`config.mk`:
```
export PLATFORM = sky130hd
export DESIGN_NAME = modbus_register_response_checker_top
export DESIGN_NICKNAME = d
export VERILOG_FILES = /design/src/hdl/mrrc_pkg.sv /design/src/hdl/mrrc_frame_check.sv /design/src/hdl/modbus_register_response_checker_top.sv
export SDC_FILE = /design/constraint.sdc
export NUM_CORES = 1
export LEC_CHECK = 0
export ABC_AREA = 1
export BUFFER_PORTS_ARGS = -buffer_cell sky130_fd_sc_hd__buf_2
export CAP_MARGIN = 30
export CORE_MARGIN = 5
export CORE_UTILIZATION = 55
export CTS_CLUSTER_DIAMETER = 80
export CTS_CLUSTER_SIZE = 10
export DETAILED_ROUTE_END_ITERATION = 7
export PLACE_DENSITY = 0.83
export SYNTH_ARGS = -nofsm -noshare
export SYNTH_HDL_FRONTEND = slang
export SYNTH_SLANG_ARGS = --single-unit
```
`constraint.sdc`:
```
create_clock -name clk_i -period 9.57 [get_ports clk_i]
set_clock_uncertainty 0.1 [all_clocks]
set_input_delay 0.957 -clock clk_i [delete_from_list [all_inputs] [get_ports clk_i]]
set_output_delay 0.957 -clock clk_i [all_outputs]
set_load 0.01 [all_outputs]
```
`src/hdl/mrrc_pkg.sv`:
```
// ----------------------------------------------------------------------------
// mrrc_pkg
// Types, codes and the CRC-16 byte update shared by the Modbus RTU
// read-input-registers response checker.
// ----------------------------------------------------------------------------
package mrrc_pkg;

  localparam logic [7:0]  FuncReadInput = 8'h04;
  localparam logic [15:0] CrcInit       = 16'hFFFF;
  localparam logic [15:0] CrcPoly       = 16'hA001;
  localparam logic [8:0]  FrameOverhead = 9'd5;
  localparam logic [8:0]  TrailerOffset = 9'd3;
  localparam logic [8:0]  CountMax      = 9'd511;

  localparam logic [7:0]  SlaveAddrReset = 8'd1;
  localparam logic [6:0]  RegCountReset  = 7'd1;

  localparam logic CfgSlaveAddr = 1'b0;
  localparam logic CfgRegCount  = 1'b1;

  localparam logic KindData   = 1'b0;
  localparam logic KindStatus = 1'b1;

  localparam logic [2:0] StOk        = 3'd0;
  localparam logic [2:0] StZeroCount = 3'd1;
  localparam logic [2:0] StLength    = 3'd2;
  localparam logic [2:0] StSlave     = 3'd3;
  localparam logic [2:0] StFunction  = 3'd4;
  localparam logic [2:0] StByteCount = 3'd5;
  localparam logic [2:0] StCrc       = 3'd6;

  typedef struct packed {
    logic [7:0] rx_byte;
    logic       frame_end;
  } in_req_t;

  typedef struct packed {
    logic        result_kind;
    logic [6:0]  register_index;
    logic [15:0] register_value;
    logic [2:0]  status;
  } out_req_t;

  function automatic logic [15:0] crc_update(input logic [15:0] crc_in,
                                             input logic [7:0]  data);
    logic [15:0] crc;
    crc = crc_in ^ {8'h00, data};
    for (int k = 0; k < 8; k++) begin
      if (crc[0]) begin
        crc = (crc >> 1) ^ CrcPoly;
      end else begin
        crc = crc >> 1;
      end
    end
    return crc;
  endfunction

endpackage

```
`src/hdl/mrrc_frame_check.sv`:
```
// ----------------------------------------------------------------------------
// mrrc_frame_check
// Frame state and per-byte checks: header compare, CRC update, register
// assembly and the end-of-frame status decision.
// ----------------------------------------------------------------------------
module mrrc_frame_check (
  input  logic              clk_i,
  input  logic              rst_ni,
  input  logic              fire_i,
  input  mrrc_pkg::in_req_t item_i,
  input  logic [7:0]        slave_addr_i,
  input  logic [6:0]        reg_count_i,
  output logic              res_valid_o,
  output mrrc_pkg::out_req_t res_o
);

  logic [8:0]  bytes_seen_q, bytes_seen_d;
  logic [15:0] crc_q, crc_d;
  logic [7:0]  pending_q, pending_d;
  logic [7:0]  crc_low_q, crc_low_d;
  logic [2:0]  faults_q, faults_d;

  logic [8:0]  trailer;
  logic [8:0]  p_inc;
  logic [8:0]  p_off;
  logic [15:0] rx_crc;
  logic        res_hit;

  always_comb begin
    trailer      = {1'b0, reg_count_i, 1'b0} + mrrc_pkg::TrailerOffset;
    p_inc        = (bytes_seen_q == mrrc_pkg::CountMax) ? bytes_seen_q : bytes_seen_q + 9'd1;
    p_off        = bytes_seen_q - 9'd4;
    faults_d     = faults_q;
    crc_d        = crc_q;
    crc_low_d    = crc_low_q;
    pending_d    = pending_q;
    bytes_seen_d = bytes_seen_q;
    res_hit      = 1'b0;
    res_o        = '0;

    if (bytes_seen_q == 9'd0 && item_i.rx_byte != slave_addr_i) begin
      faults_d[0] = 1'b1;
    end
    if (bytes_seen_q == 9'd1 && item_i.rx_byte != mrrc_pkg::FuncReadInput) begin
      faults_d[1] = 1'b1;
    end
    if (bytes_seen_q == 9'd2 && item_i.rx_byte != {reg_count_i, 1'b0}) begin
      faults_d[2] = 1'b1;
    end

    if (bytes_seen_q < trailer) begin
      crc_d = mrrc_pkg::crc_update(crc_q, item_i.rx_byte);
    end else if (bytes_seen_q == trailer) begin
      crc_low_d = item_i.rx_byte;
    end
    rx_crc = {item_i.rx_byte, crc_low_d};

    if (item_i.frame_end) begin
      res_hit           = 1'b1;
      res_o.result_kind = mrrc_pkg::KindStatus;
      if (reg_count_i == 7'd0) begin
        res_o.status = mrrc_pkg::StZeroCount;
      end else if (p_inc != {1'b0, reg_count_i, 1'b0} + mrrc_pkg::FrameOverhead) begin
        res_o.status = mrrc_pkg::StLength;
      end else if (faults_d[0]) begin
        res_o.status = mrrc_pkg::StSlave;
      end else if (faults_d[1]) begin
        res_o.status = mrrc_pkg::StFunction;
      end else if (faults_d[2]) begin
        res_o.status = mrrc_pkg::StByteCount;
      end else if (rx_crc != crc_d) begin
        res_o.status = mrrc_pkg::StCrc;
      end else begin
        res_o.status = mrrc_pkg::StOk;
      end
      bytes_seen_d = '0;
      crc_d        = mrrc_pkg::CrcInit;
      pending_d    = '0;
      crc_low_d    = '0;
      faults_d     = '0;
    end else begin
      bytes_seen_d = p_inc;
      if (bytes_seen_q >= 9'd3 && bytes_seen_q < trailer) begin
        if (bytes_seen_q[0]) begin
          pending_d = item_i.rx_byte;
        end else begin
          res_hit              = 1'b1;
          res_o.result_kind    = mrrc_pkg::KindData;
          res_o.register_index = p_off[7:1];
          res_o.register_value = {pending_q, item_i.rx_byte};
        end
      end
    end
  end

  assign res_valid_o = fire_i && res_hit;

  always_ff @(posedge clk_i or negedge rst_ni) begin
    if (!rst_ni) begin
      bytes_seen_q <= '0;
      crc_q        <= mrrc_pkg::CrcInit;
      pending_q    <= '0;
      crc_low_q    <= '0;
      faults_q     <= '0;
    end else if (fire_i) begin
      bytes_seen_q <= bytes_seen_d;
      crc_q        <= crc_d;
      pending_q    <= pending_d;
      crc_low_q    <= crc_low_d;
      faults_q     <= faults_d;
    end
  end

endmodule

```
`src/hdl/modbus_register_response_checker_top.sv`:
```
// ----------------------------------------------------------------------------
// modbus_register_response_checker_top
// Checks a Modbus RTU read-input-registers response byte by byte, emits each
// data register as it completes and one status request per frame.
// ----------------------------------------------------------------------------
// Channel   Direction  Handshake              Payload
// in        input      in_valid_i/in_ready_o  in_req_i  (rx_byte, frame_end)
// out       output     out_valid_o/out_ready_i out_req_o (kind, index, value, status)
// cfg       input      cfg_we_i               cfg_index_i, cfg_wdata_i
//
// Each byte waits in the input register and its result, if any, is then
// registered in the output register; one byte is taken every cycle unless
// the output stalls. The combinational CRC byte update sets the rate.
// Reset returns the frame state and the configuration to their reset values.
// A stalled output holds the pipeline; the input register still fills if empty.
// ----------------------------------------------------------------------------
module modbus_register_response_checker_top (
  input  logic               clk_i,
  input  logic               rst_ni,
  input  logic               in_valid_i,
  output logic               in_ready_o,
  input  mrrc_pkg::in_req_t  in_req_i,
  output logic               out_valid_o,
  input  logic               out_ready_i,
  output mrrc_pkg::out_req_t out_req_o,
  input  logic               cfg_we_i,
  input  logic               cfg_index_i,
  input  logic [7:0]         cfg_wdata_i
);

  logic               s1_valid_q;
  mrrc_pkg::in_req_t  s1_req_q;
  logic               out_valid_q;
  mrrc_pkg::out_req_t out_req_q;
  logic [7:0]         slave_addr_q;
  logic [6:0]         reg_count_q;
  logic               advance;
  logic               res_valid;
  mrrc_pkg::out_req_t res;

  assign advance    = s1_valid_q && (!out_valid_q || out_ready_i);
  assign in_ready_o = !s1_valid_q || advance;

  always_ff @(posedge clk_i or negedge rst_ni) begin
    if (!rst_ni) begin
      slave_addr_q <= mrrc_pkg::SlaveAddrReset;
      reg_count_q  <= mrrc_pkg::RegCountReset;
    end else if (cfg_we_i) begin
      unique case (cfg_index_i)
        mrrc_pkg::CfgSlaveAddr: slave_addr_q <= cfg_wdata_i;
        mrrc_pkg::CfgRegCount:  reg_count_q  <= cfg_wdata_i[6:0];
        default: ;
      endcase
    end
  end

  always_ff @(posedge clk_i or negedge rst_ni) begin
    if (!rst_ni) begin
      s1_valid_q <= 1'b0;
    end else if (in_ready_o) begin
      s1_valid_q <= in_valid_i;
    end
  end

  always_ff @(posedge clk_i) begin
    if (in_ready_o && in_valid_i) begin
      s1_req_q <= in_req_i;
    end
  end

  mrrc_frame_check u_frame_check (
    .clk_i        (clk_i),
    .rst_ni       (rst_ni),
    .fire_i       (advance),
    .item_i       (s1_req_q),
    .slave_addr_i (slave_addr_q),
    .reg_count_i  (reg_count_q),
    .res_valid_o  (res_valid),
    .res_o        (res)
  );

  always_ff @(posedge clk_i or negedge rst_ni) begin
    if (!rst_ni) begin
      out_valid_q <= 1'b0;
    end else if (advance) begin
      out_valid_q <= res_valid;
    end else if (out_ready_i) begin
      out_valid_q <= 1'b0;
    end
  end

  always_ff @(posedge clk_i) begin
    if (advance && res_valid) begin
      out_req_q <= res;
    end
  end

  assign out_valid_o = out_valid_q;
  assign out_req_o   = out_req_q;

`ifndef SYNTH
  a_ready_low_means_busy: assert property (@(posedge clk_i) disable iff (!rst_ni)
    !in_ready_o |-> (s1_valid_q && out_valid_q && !out_ready_i))
    else $error("input stalled without a blocked output");

  a_status_fields_clear: assert property (@(posedge clk_i) disable iff (!rst_ni)
    (out_valid_o && out_req_o.result_kind == mrrc_pkg::KindStatus) |->
      (out_req_o.register_index == 7'd0 && out_req_o.register_value == 16'd0))
    else $error("status request carries register fields");

  a_data_status_clear: assert property (@(posedge clk_i) disable iff (!rst_ni)
    (out_valid_o && out_req_o.result_kind == mrrc_pkg::KindData) |->
      (out_req_o.status == mrrc_pkg::StOk))
    else $error("data request carries a status");

  a_status_range: assert property (@(posedge clk_i) disable iff (!rst_ni)
    out_valid_o |-> (out_req_o.status != 3'd7))
    else $error("status code out of range");
`endif

endmodule

```
==> results.cfg, run 1 <==
[grt]
groute.usage.overall = 0.220
grt_pass1_vias = 4681
grt_max_degree = 62
grt_pass1_wl_um = 22400
gr-total-overflow = 0
antenna_found_initial = 0

[floorplan]
row_count = 37
die_w_um = 112
die_area_sq_um = 12600
core_sq_um = 10300
start_util = 0.561
die_h_um = 112
io_pins = 52

[finish]
synthToLayoutAreaGrowth_pct = 9.12
drive_gt1_frac = 0.164
final_cells = 893
final_nets = 793
fill_cells = 902
n_antenna_cell = 0
multi_input_area_sq_um = 2580
ff_latch_area_sq_um = 2630

[setup_path]
cp_num_cells = 21
slowest_stage = nor2_2
critPathMaxStageDelay_ns = 0.68
path_cells = ha_1, nand2_1, inv_1, nand2_1, nor3_1, nand2_1, ha_1, nand2_1, nor2_2, nand2_1, nand3_1, nor2_2, o21ai_0, nand3_1, o21ai_1, nor2_1, nand2_1, nor2_1, nand3_1, nor3_1, nor2_1
cp-start-kind = register
critPathRequiredTime_ns = 9.60
cpLargestDelayFamily = simple AND/OR/NAND/NOR gates
cp.buffers_inverters = 1
worst-setup-path-type = register to register
rr_worst_depth = 21
cp-end-kind = register
rrSetupSlack_ns = 5.40
critPathMaxFanout = 22
cp-endpoint = out_req_o[2]
crit_path_start = reg_count_q[2]
worstReg2RegStart = reg_count_q[2]
rr_endpoint = out_req_o[2]
cp_common_cell = nand2_1
critPathArrivalTime_ns = 4.20

[synthesis]
netlist_area_sq_um = 5760
yosys.area_share.simple = 0.248
ys_types = 46
ys.flop_type = dfrtp_1
synth_top_area_frac = 0.188
synth_compound_area_frac = 0.0979
synth_edf_count = 36
synth-async-reset-ratio = 0.629
synth_area_per_cell_sq_um = 8.08
postSynthCellCount = 713
syn-num-nets = 754
synthTopCellsByCount = nand2_1, inv_1, nor2_1
yosysWarnings = 0
ys_ff_latch = 97
yosys.area_share.adder = 0.0391
yosysTopAreaCell = edfxtp_1
synthTopCellsByArea = edfxtp_1, dfrtp_1, nand2_1
synth_xor_area_frac = 0.0604
ys_seq_area_frac = 0.456
synthMuxAreaShare = 0.00195
synth_top_family_by_area = simple AND/OR/NAND/NOR gates
synth_most_common_cell = nand2_1

[pwr]
peakVddDrop_uv = 131
power_leakage_nw = 3.14
pwr_density_cell_nw_per_um2 = 246

[place]
gp_congestion = 0.942
port_buffers = 51
dpl_worst_slack_ns = 5.52
detailedPlacementHpwl_um = 9830
dp_cells = 877

[timing]
hold_violations = 0
max_freq_ghz = 0.240
grt_setup_unrepaired = false
final.setup.worst_slack_ns = 5.40
post-route-min-period_ns = 4.17
drv_slew = 0
setup_viol = 0
fin_crit_sh = 0.436
tns_ns = 0
worst_pin_slew_ns = 0.876
slew-limit-headroom = 0.415

[drt]
drt_iter0_markers = 437
vias_per_cell = 5.47
antenna_left = 0
drt-pass1-iter-count = 6
wirelength_um = 13400
wl_per_cell_um = 15.0
drc = 0
via_count = 4881

[cts]
clock-sinks = 97
cts_resized = 0
postCtsSetupBuffers = 0
clockRootBuffer = clkbuf_8
clkTransAtPathRegs_ns = 0.11
cts_tree = yes
clockBufferDepth = 2
clkLatencyLatePin_ns = 0.38
cts-buffers-inserted = 9
htreeDepth = 3
cts_hold_buf = 0

[worst_hold_path]
hold_path.class = register to register

[job]
max_cap_viol_count = 0

[status]
status = finished clean
## tightest hold or removal path, stage by stage, from the launching register on
cell and delay (ns):
dfrtp_1 0.35, nand2_1 0.05, o21ai_0 0.07
## state kept, by name, indices dropped and copies added (netlist names)
| register | flops |
|---|---|
| slave_addr_q | 8 |
| u_frame_check.bytes_seen_q | 9 |
| s1_valid_q | 1 |
| u_frame_check.faults_q | 3 |
| u_frame_check.crc_low_q | 8 |
| u_frame_check.pending_q | 8 |
| out_req_o | 27 |
| out_valid_o | 1 |
| reg_count_q | 7 |
| s1_req_q | 9 |
| u_frame_check.crc_q | 16 |
## final cells by class
cell class                 count  area share
clock buffer                  10      0.0203
clock inverter                 6      0.0145
inverter                     108      0.0645
multi-input combinational    482       0.410
sequential                    97       0.418
tap                          136      0.0271
timing repair buffer          54      0.0454
## cell usage in the layout (no fill, tap or decap), types with 12 or more instances in the layout
| cell type | synthesis | routed |
|---|---|---|
| dfstp_2 | 18 | 18 |
| a21oi_1 | 12 | 12 |
| nand2_1 | 197 | 197 |
| xor2_1 | 21 | 21 |
| buf_2 | 6 | 51 |
| xnor2_1 | 15 | 15 |
| nor2_1 | 50 | 49 |
| o22ai_1 | 32 | 32 |
| dfrtp_1 | 43 | 43 |
| nand3_1 | 45 | 45 |
| o21ai_0 | 37 | 37 |
| edfxtp_1 | 36 | 36 |
| ha_1 | 18 | 18 |
| inv_1 | 99 | 99 |
## metrics by stage
step	instance area [sq um]	utilization	hold slack [ns]	power, mW
after floorplan	5760	-	0.353	1.09
after global placement	6050	0.589	0.376	1.21
after detailed placement	6070	0.591	0.378	1.24
after CTS	6290	0.612	0.399	1.54
after global routing	6290	0.612	0.420	1.66
final	6290	0.612	0.398	1.55
## report_power, final
group | internal, mW | total (mW) | leakage (nW) | switching [mW]
clock network | 0.149 | 0.301 | 0.111 | 0.152
registers | 0.560 | 0.641 | 1.10 | 0.0806
logic | 0.218 | 0.608 | 1.93 | 0.390
## per-layer routing
layer / wire, um / vias up / GRT usage
met5: 0 / - / 0
met2: 6200 / 226 / 0.352
met4: 330 / 0 / 0.0777
met3: 1190 / 29 / 0.0518
li1: - / 2364 / -
met1: 5650 / 2262 / 0.293
## how the worst min path moves through the flow
stage / startpoint / end / slack [ns] / cells past startpoint
after global routing: u_frame_check.crc_low_q[0] / u_frame_check.crc_low_q[0] / 0.42 / 2
after global placement: u_frame_check.crc_low_q[0] / u_frame_check.crc_low_q[0] / 0.38 / 2
after detailed placement: u_frame_check.crc_low_q[0] / u_frame_check.crc_low_q[0] / 0.38 / 2
after floorplan: u_frame_check.crc_low_q[0] / u_frame_check.crc_low_q[0] / 0.35 / 2
after CTS: u_frame_check.crc_low_q[0] / u_frame_check.crc_low_q[0] / 0.40 / 2
final: u_frame_check.crc_low_q[0] / u_frame_check.crc_low_q[0] / 0.40 / 2
## cells by family after synthesis
group / after synthesis
xor gates and xnor gates: 38
DFF: 97
buffers and inverters: 134
AOI/OAI and AO/OA: 98
muxes: 1
adders and majority gates: 18
and+or+nand+nor: 327
(Power assumes the default switching activity.)
==> run 2: changes to the inputs <==
clock period = 4.3 ns   (was 9.57 ns; I/O delays follow)
==> run 2 against run 1 <==
Die area unchanged. Global-route usage up 0.62 points. Critical path depth unchanged. Power up 120%. Sequential cell count unchanged. Critical endpoint unchanged. Largest power group unchanged. Highest routed layer unchanged.
==> results.cfg, run 2 (same netlist as run 1, synthesis figures left out) <==
[timing]
hold_violations = 0
final.setup.worst_slack_ns = 0.405
max_freq_ghz = 0.257
fin_hold_ws_ns = 0.122
setup_viol = 0
post-route-min-period_ns = 3.90
worst_pin_slew_ns = 0.906
slew-limit-headroom = 0.392
grt_setup_unrepaired = false
fin_crit_sh = 0.906
drv_slew = 0
tns_ns = 0

[cts]
cts_tree = yes
clockRootBuffer = clkbuf_8
clkLatencyLatePin_ns = 0.38
clkTransAtPathRegs_ns = 0.10
postCtsSetupBuffers = 0
htreeDepth = 3
cts-buffers-inserted = 9
clock-sinks = 97
clockBufferDepth = 2

[floorplan]
start_util = 0.561
row_count = 37
die_area_sq_um = 12600
die_w_um = 112
die_h_um = 112
io_pins = 52
core_sq_um = 10300

[grt]
grt_pass1_vias = 4837
grt_max_degree = 42
grt_pass1_wl_um = 22800
antenna_found_initial = 0
gr-total-overflow = 0
groute.usage.overall = 0.226

[drt]
wl_met2_um = 6230
top_layer = met4
vias_per_cell = 5.53
wl_met3_um = 1420
wl_per_cell_um = 15.4
antenna_left = 0
wirelength_um = 13800
via_count = 4953
drc = 0
drt_iter0_markers = 321
met1Wirelength_um = 5710
drt-pass1-iter-count = 6

[finish]
final_common_cell = nand2_1
synthToLayoutAreaGrowth_pct = 8.77
final_nets = 795
largest_reg_flops = 27
n_antenna_cell = 0
drive_gt1_frac = 0.165
layout_common_cells = nand2_1, inv_1, buf_2, nor2_1, nand3_1
final_cells = 895
fill_cells = 917

[setup_path]
cp-start-kind = register
cp-end-kind = register
worst-setup-path-type = register to register
critPathArrivalTime_ns = 3.93
critPathRequiredTime_ns = 4.34
critPathMaxFanout = 16

[place]
detailedPlacementHpwl_um = 10300
gp_congestion = 0.926
dp_cells = 878
dpl_worst_slack_ns = 0.438
port_buffers = 51

[pwr]
power.internal_mw = 1.97
p_comb_frac = 0.408
power_switching_mw = 1.38
power_leakage_nw = 3.13
pwr_density_cell_nw_per_um2 = 534
switching_share = 0.411
p_total_mw = 3.35
clockPowerShare = 0.165
power.share.sequential = 0.427
peakVddDrop_uv = 309

[status]
status = finished clean

[job]
max_cap_viol_count = 0

[worst_hold_path]
hold_path.class = input pin to register
[run 2: cell count changes in the layout (fill, tap and decap cells not counted), moves of 2 or more]
| cell | before | now |
|---|---|---|
| buf_4 | 2 | 4 |
| clkbuf_8 | 9 | 11 |
| bufinv_16 | 2 | 0 |
| clkinvlp_4 | 0 | 2 |
[run 2: layout make-up]
| type | count | area, sq um | area share |
|---|---|---|---|
| tap | 136 | 170 | 0.0271 |
| sequential | 97 | 2630 | 0.420 |
| inverter | 108 | 405 | 0.0647 |
| clock buffer | 12 | 155 | 0.0248 |
| timing repair buffer | 56 | 295 | 0.0471 |
| clock inverter | 4 | 28.8 | 0.00459 |
| multi-input combinational | 482 | 2580 | 0.412 |
[run 2: worst max-delay path, stage by stage, from the launching register on]
cell      delay, ns
dfrtp_1        0.50
ha_1           0.24
nand2_1        0.06
inv_1          0.08
nand2_1        0.08
nor3_1         0.28
nand2_1        0.10
ha_1           0.30
nand2_1        0.07
nor2_2         0.19
nand3_2        0.34
nand2_1        0.18
o21ai_0        0.17
nand3b_1       0.22
nand2_1        0.07
nand2_1        0.05
nor2_1         0.11
nand2_1        0.09
nor2_1         0.09
nand3_1        0.09
nor3_1         0.18
nor2_1         0.07
[run 2: power groups by stage]
stage,combinational [mW],sequential (mW),clock (mW)
floorplan,1.03,1.40,0
finish,1.37,1.43,0.553
global placement,1.31,1.43,0
CTS,1.36,1.42,0.566
detailed placement,1.35,1.44,0
global route,1.55,1.45,0.601
[run 2: stage by stage]
stage / area, sq um / utilization
4_1_cts: 6260 / 0.609
3_3_place_gp: 6070 / 0.591
5_1_grt: 6270 / 0.610
3_5_place_dp: 6070 / 0.591
6_report: 6270 / 0.610
2_1_floorplan: 5760 / -
[run 2: worst paths after layout]
check	depth (start not counted)	to	slack, ns	startpoint
worst max-delay path	21	out_req_o[2]	0.40	reg_count_q[2]
worst min-delay path	1	s1_req_q[2]	0.12	in_req_i[2]
worst max register to register	21	out_req_o[2]	0.40	reg_count_q[2]
worst min register to register	2	slave_addr_q[3]	0.42	slave_addr_q[3]
max in group asynchronous	3	u_frame_check.crc_q[8]	2.74	rst_ni
min in group asynchronous	2	reg_count_q[4]	0.43	rst_ni
[run 2: repair_timing]
item,4_1_cts,5_1_grt
hold endpoints to repair,18,0
endpoints found under the setup margin,0,2
hold buffers,1,0
gates resized for setup,0,2
[run 2: metal layers]
layer / GRT usage / vias up
li1: - / 2370
met1: 0.285 / 2281
met2: 0.365 / 253
met3: 0.0631 / 49
met4: 0.0978 / 0
met5: 0 / -
==> run 3: changes to the inputs <==
ABC_AREA = default   (was 1)
CORE_ASPECT_RATIO = 2   (was default)
==> run 3 against run 2 <==
Clock-buffer cell count shrank 3. Clock power grew 47%. Non-clock buffer count grew 24. Critical endpoint unchanged. Largest cell class is now multi-input combinational cells.
==> results.cfg, run 3 <==
[status]
status = finished clean

[drt]
wl_met2_um = 8820
wl_met3_um = 855
antenna_left = 0
met1Wirelength_um = 5330
top_layer = met4
drc = 0
via_count = 4735
wirelength_um = 16300
drt-pass1-iter-count = 6
drt_iter0_markers = 381
vias_per_cell = 6.36
wl_per_cell_um = 21.8

[cts]
clkLatencyLatePin_ns = 0.35
clockBufferDepth = 2
clockRootBuffer = clkbuf_16
cts-buffers-inserted = 9
clock-sinks = 97
htreeDepth = 3
cts_tree = yes
clkTransAtPathRegs_ns = 0.08

[finish]
synthToLayoutAreaGrowth_pct = 13.5
final_nets = 646
n_antenna_cell = 0
layout_common_cells = buf_2, nor2_1, a21oi_1, dfrtp_1, edfxtp_1
fill_cells = 814
largest_reg_flops = 27
drive_gt1_frac = 0.246
final_cells = 745
final_common_cell = buf_2

[pwr]
power_leakage_nw = 2.79
peakVddDrop_uv = 550
p_comb_frac = 0.439
power.share.sequential = 0.360
power_switching_mw = 1.60
switching_share = 0.395
power.internal_mw = 2.46
clockPowerShare = 0.201
pwr_density_cell_nw_per_um2 = 623

[timing]
setup_viol = 0
max_freq_ghz = 0.240
drv_slew = 0
worst_pin_slew_ns = 0.906
hold_violations = 0
fin_crit_sh = 0.968
fin_hold_ws_ns = 0.150
post-route-min-period_ns = 4.16
slew-limit-headroom = 0.392
final.setup.worst_slack_ns = 0.136

[synthesis]
ys_types = 65
yosysWarnings = 0
synth-async-reset-ratio = 0.629
ys_seq_area_frac = 0.458
synth_area_per_cell_sq_um = 10.4
synth_most_common_cell = nor2_1
synthTopCellsByCount = nor2_1, dfrtp_1, a21oi_1
synth_top_area_frac = 0.188
synthTopCellsByArea = edfxtp_1, dfrtp_1, dfstp_2
ys_ff_latch = 97
postSynthCellCount = 555
ys.flop_type = dfrtp_1
synth_edf_count = 36
yosysTopAreaCell = edfxtp_1
netlist_area_sq_um = 5750
syn-num-nets = 596

[setup_path]
critPathRequiredTime_ns = 4.29
critPathMaxFanout = 8
cp.buffers_inverters = 1
cpLargestDelayFamily = simple AND/OR/NAND/NOR gates
path_cells = ha_1, nand3_1, xor2_1, ha_1, nand4_1, or3_4, buf_4, mux2i_1, a221oi_1, a31oi_1, or3_1, nor4_2, a31oi_1
critPathArrivalTime_ns = 4.16
slowest_stage = dfstp_2
critPathMaxStageDelay_ns = 0.62
cp-start-kind = register
worst-setup-path-type = register to register
cp-end-kind = register

[grt]
groute.usage.overall = 0.267
grt_max_degree = 38
grt_pass1_wl_um = 25200
grt_pass1_vias = 4736
antenna_found_initial = 0
gr-total-overflow = 0

[floorplan]
die_w_um = 82.3
row_count = 52
start_util = 0.563
core_sq_um = 10200
die_h_um = 155
io_pins = 52
die_area_sq_um = 12700

[place]
dpl_worst_slack_ns = 0.110
port_buffers = 51
detailedPlacementHpwl_um = 11700
gp_congestion = 1.03
dp_cells = 727

[job]
max_cap_viol_count = 0

[worst_hold_path]
hold_path.class = input pin to register
-- run 3: cell count changes in the layout (fill, tap and decap cells not counted), sizes merged, moves of 11 or more --
cell   before  now
nor2       56   45
o22ai      32    9
xor2       23   34
mux2        1   17
o21ai      46   25
a21oi      12   43
nand3      49   11
and3        0   17
xnor2      15   37
buf        55   79
nand2     202   34
inv       107   16
-- run 3: what timing repair did --
action / 4_1_cts / 5_1_grt
hold endpoints to repair: 18 / 0
resized for setup: 0 / 8
endpoints found under the setup margin: 0 / 2
setup buffers: 0 / 1
hold buffers: 1 / 0
-- run 3: power by group through the flow --
| stage | logic (mW) | clock network (mW) | registers, mW |
|---|---|---|---|
| after floorplan | 1.28 | 0 | 1.42 |
| after global routing | 1.93 | 0.863 | 1.48 |
| final | 1.78 | 0.815 | 1.46 |
| after detailed placement | 1.74 | 0 | 1.47 |
| after CTS | 1.75 | 0.826 | 1.45 |
| after global placement | 1.70 | 0 | 1.46 |
-- run 3: routing by layer --
layer / up-vias / global-route usage
met5: - / 0
met4: 0 / 0.177
met3: 85 / 0.0425
met2: 244 / 0.472
met1: 2299 / 0.277
li1: 2107 / -
-- run 3: cells by family after synthesis --
family | synth area share
AO/OA/AOI/OAI | 0.151
XOR/XNOR | 0.125
adder cells (fa/ha/maj) | 0.0392
buffers and inverters | 0.0494
flip-flops | 0.458
multiplexers | 0.0472
AND/OR/NAND/NOR | 0.130
-- run 3: cell type report --
type                    instances  area (sq um)  share of cell area
flip-flops and latches         97          2630               0.403
multi-input cells             402          2870               0.439
well taps                     135           169              0.0259
clock inverters                 7          86.3              0.0132
repair buffers                 80           488              0.0748
inverters                      15          56.3             0.00863
clock buffers                   9           225              0.0345
-- run 3: worst paths after layout --
path	slack (ns)	endpoint	depth (start not counted)	from
setup / recovery	0.14	out_req_o[2]	13	reg_count_q[0]
hold / removal	0.15	s1_req_q[6]	1	in_req_i[6]
setup reg to reg	0.14	out_req_o[2]	13	reg_count_q[0]
hold reg to reg	0.41	u_frame_check.pending_q[1]	1	u_frame_check.pending_q[1]
max in group asynchronous	2.65	u_frame_check.crc_q[4]	3	rst_ni
min in group asynchronous	0.50	slave_addr_q[7]	2	rst_ni
-- run 3: metrics by stage --
stage          TNS (ns)  cell area (sq um)  utilization  power (mW)
2_1_floorplan         0               5750            -        2.70
3_5_place_dp          0               6160        0.603        3.20
6_report              0               6520        0.638        4.06
3_3_place_gp          0               6160        0.603        3.16
4_1_cts               0               6480        0.635        4.02
5_1_grt          -0.150               6520        0.638        4.27
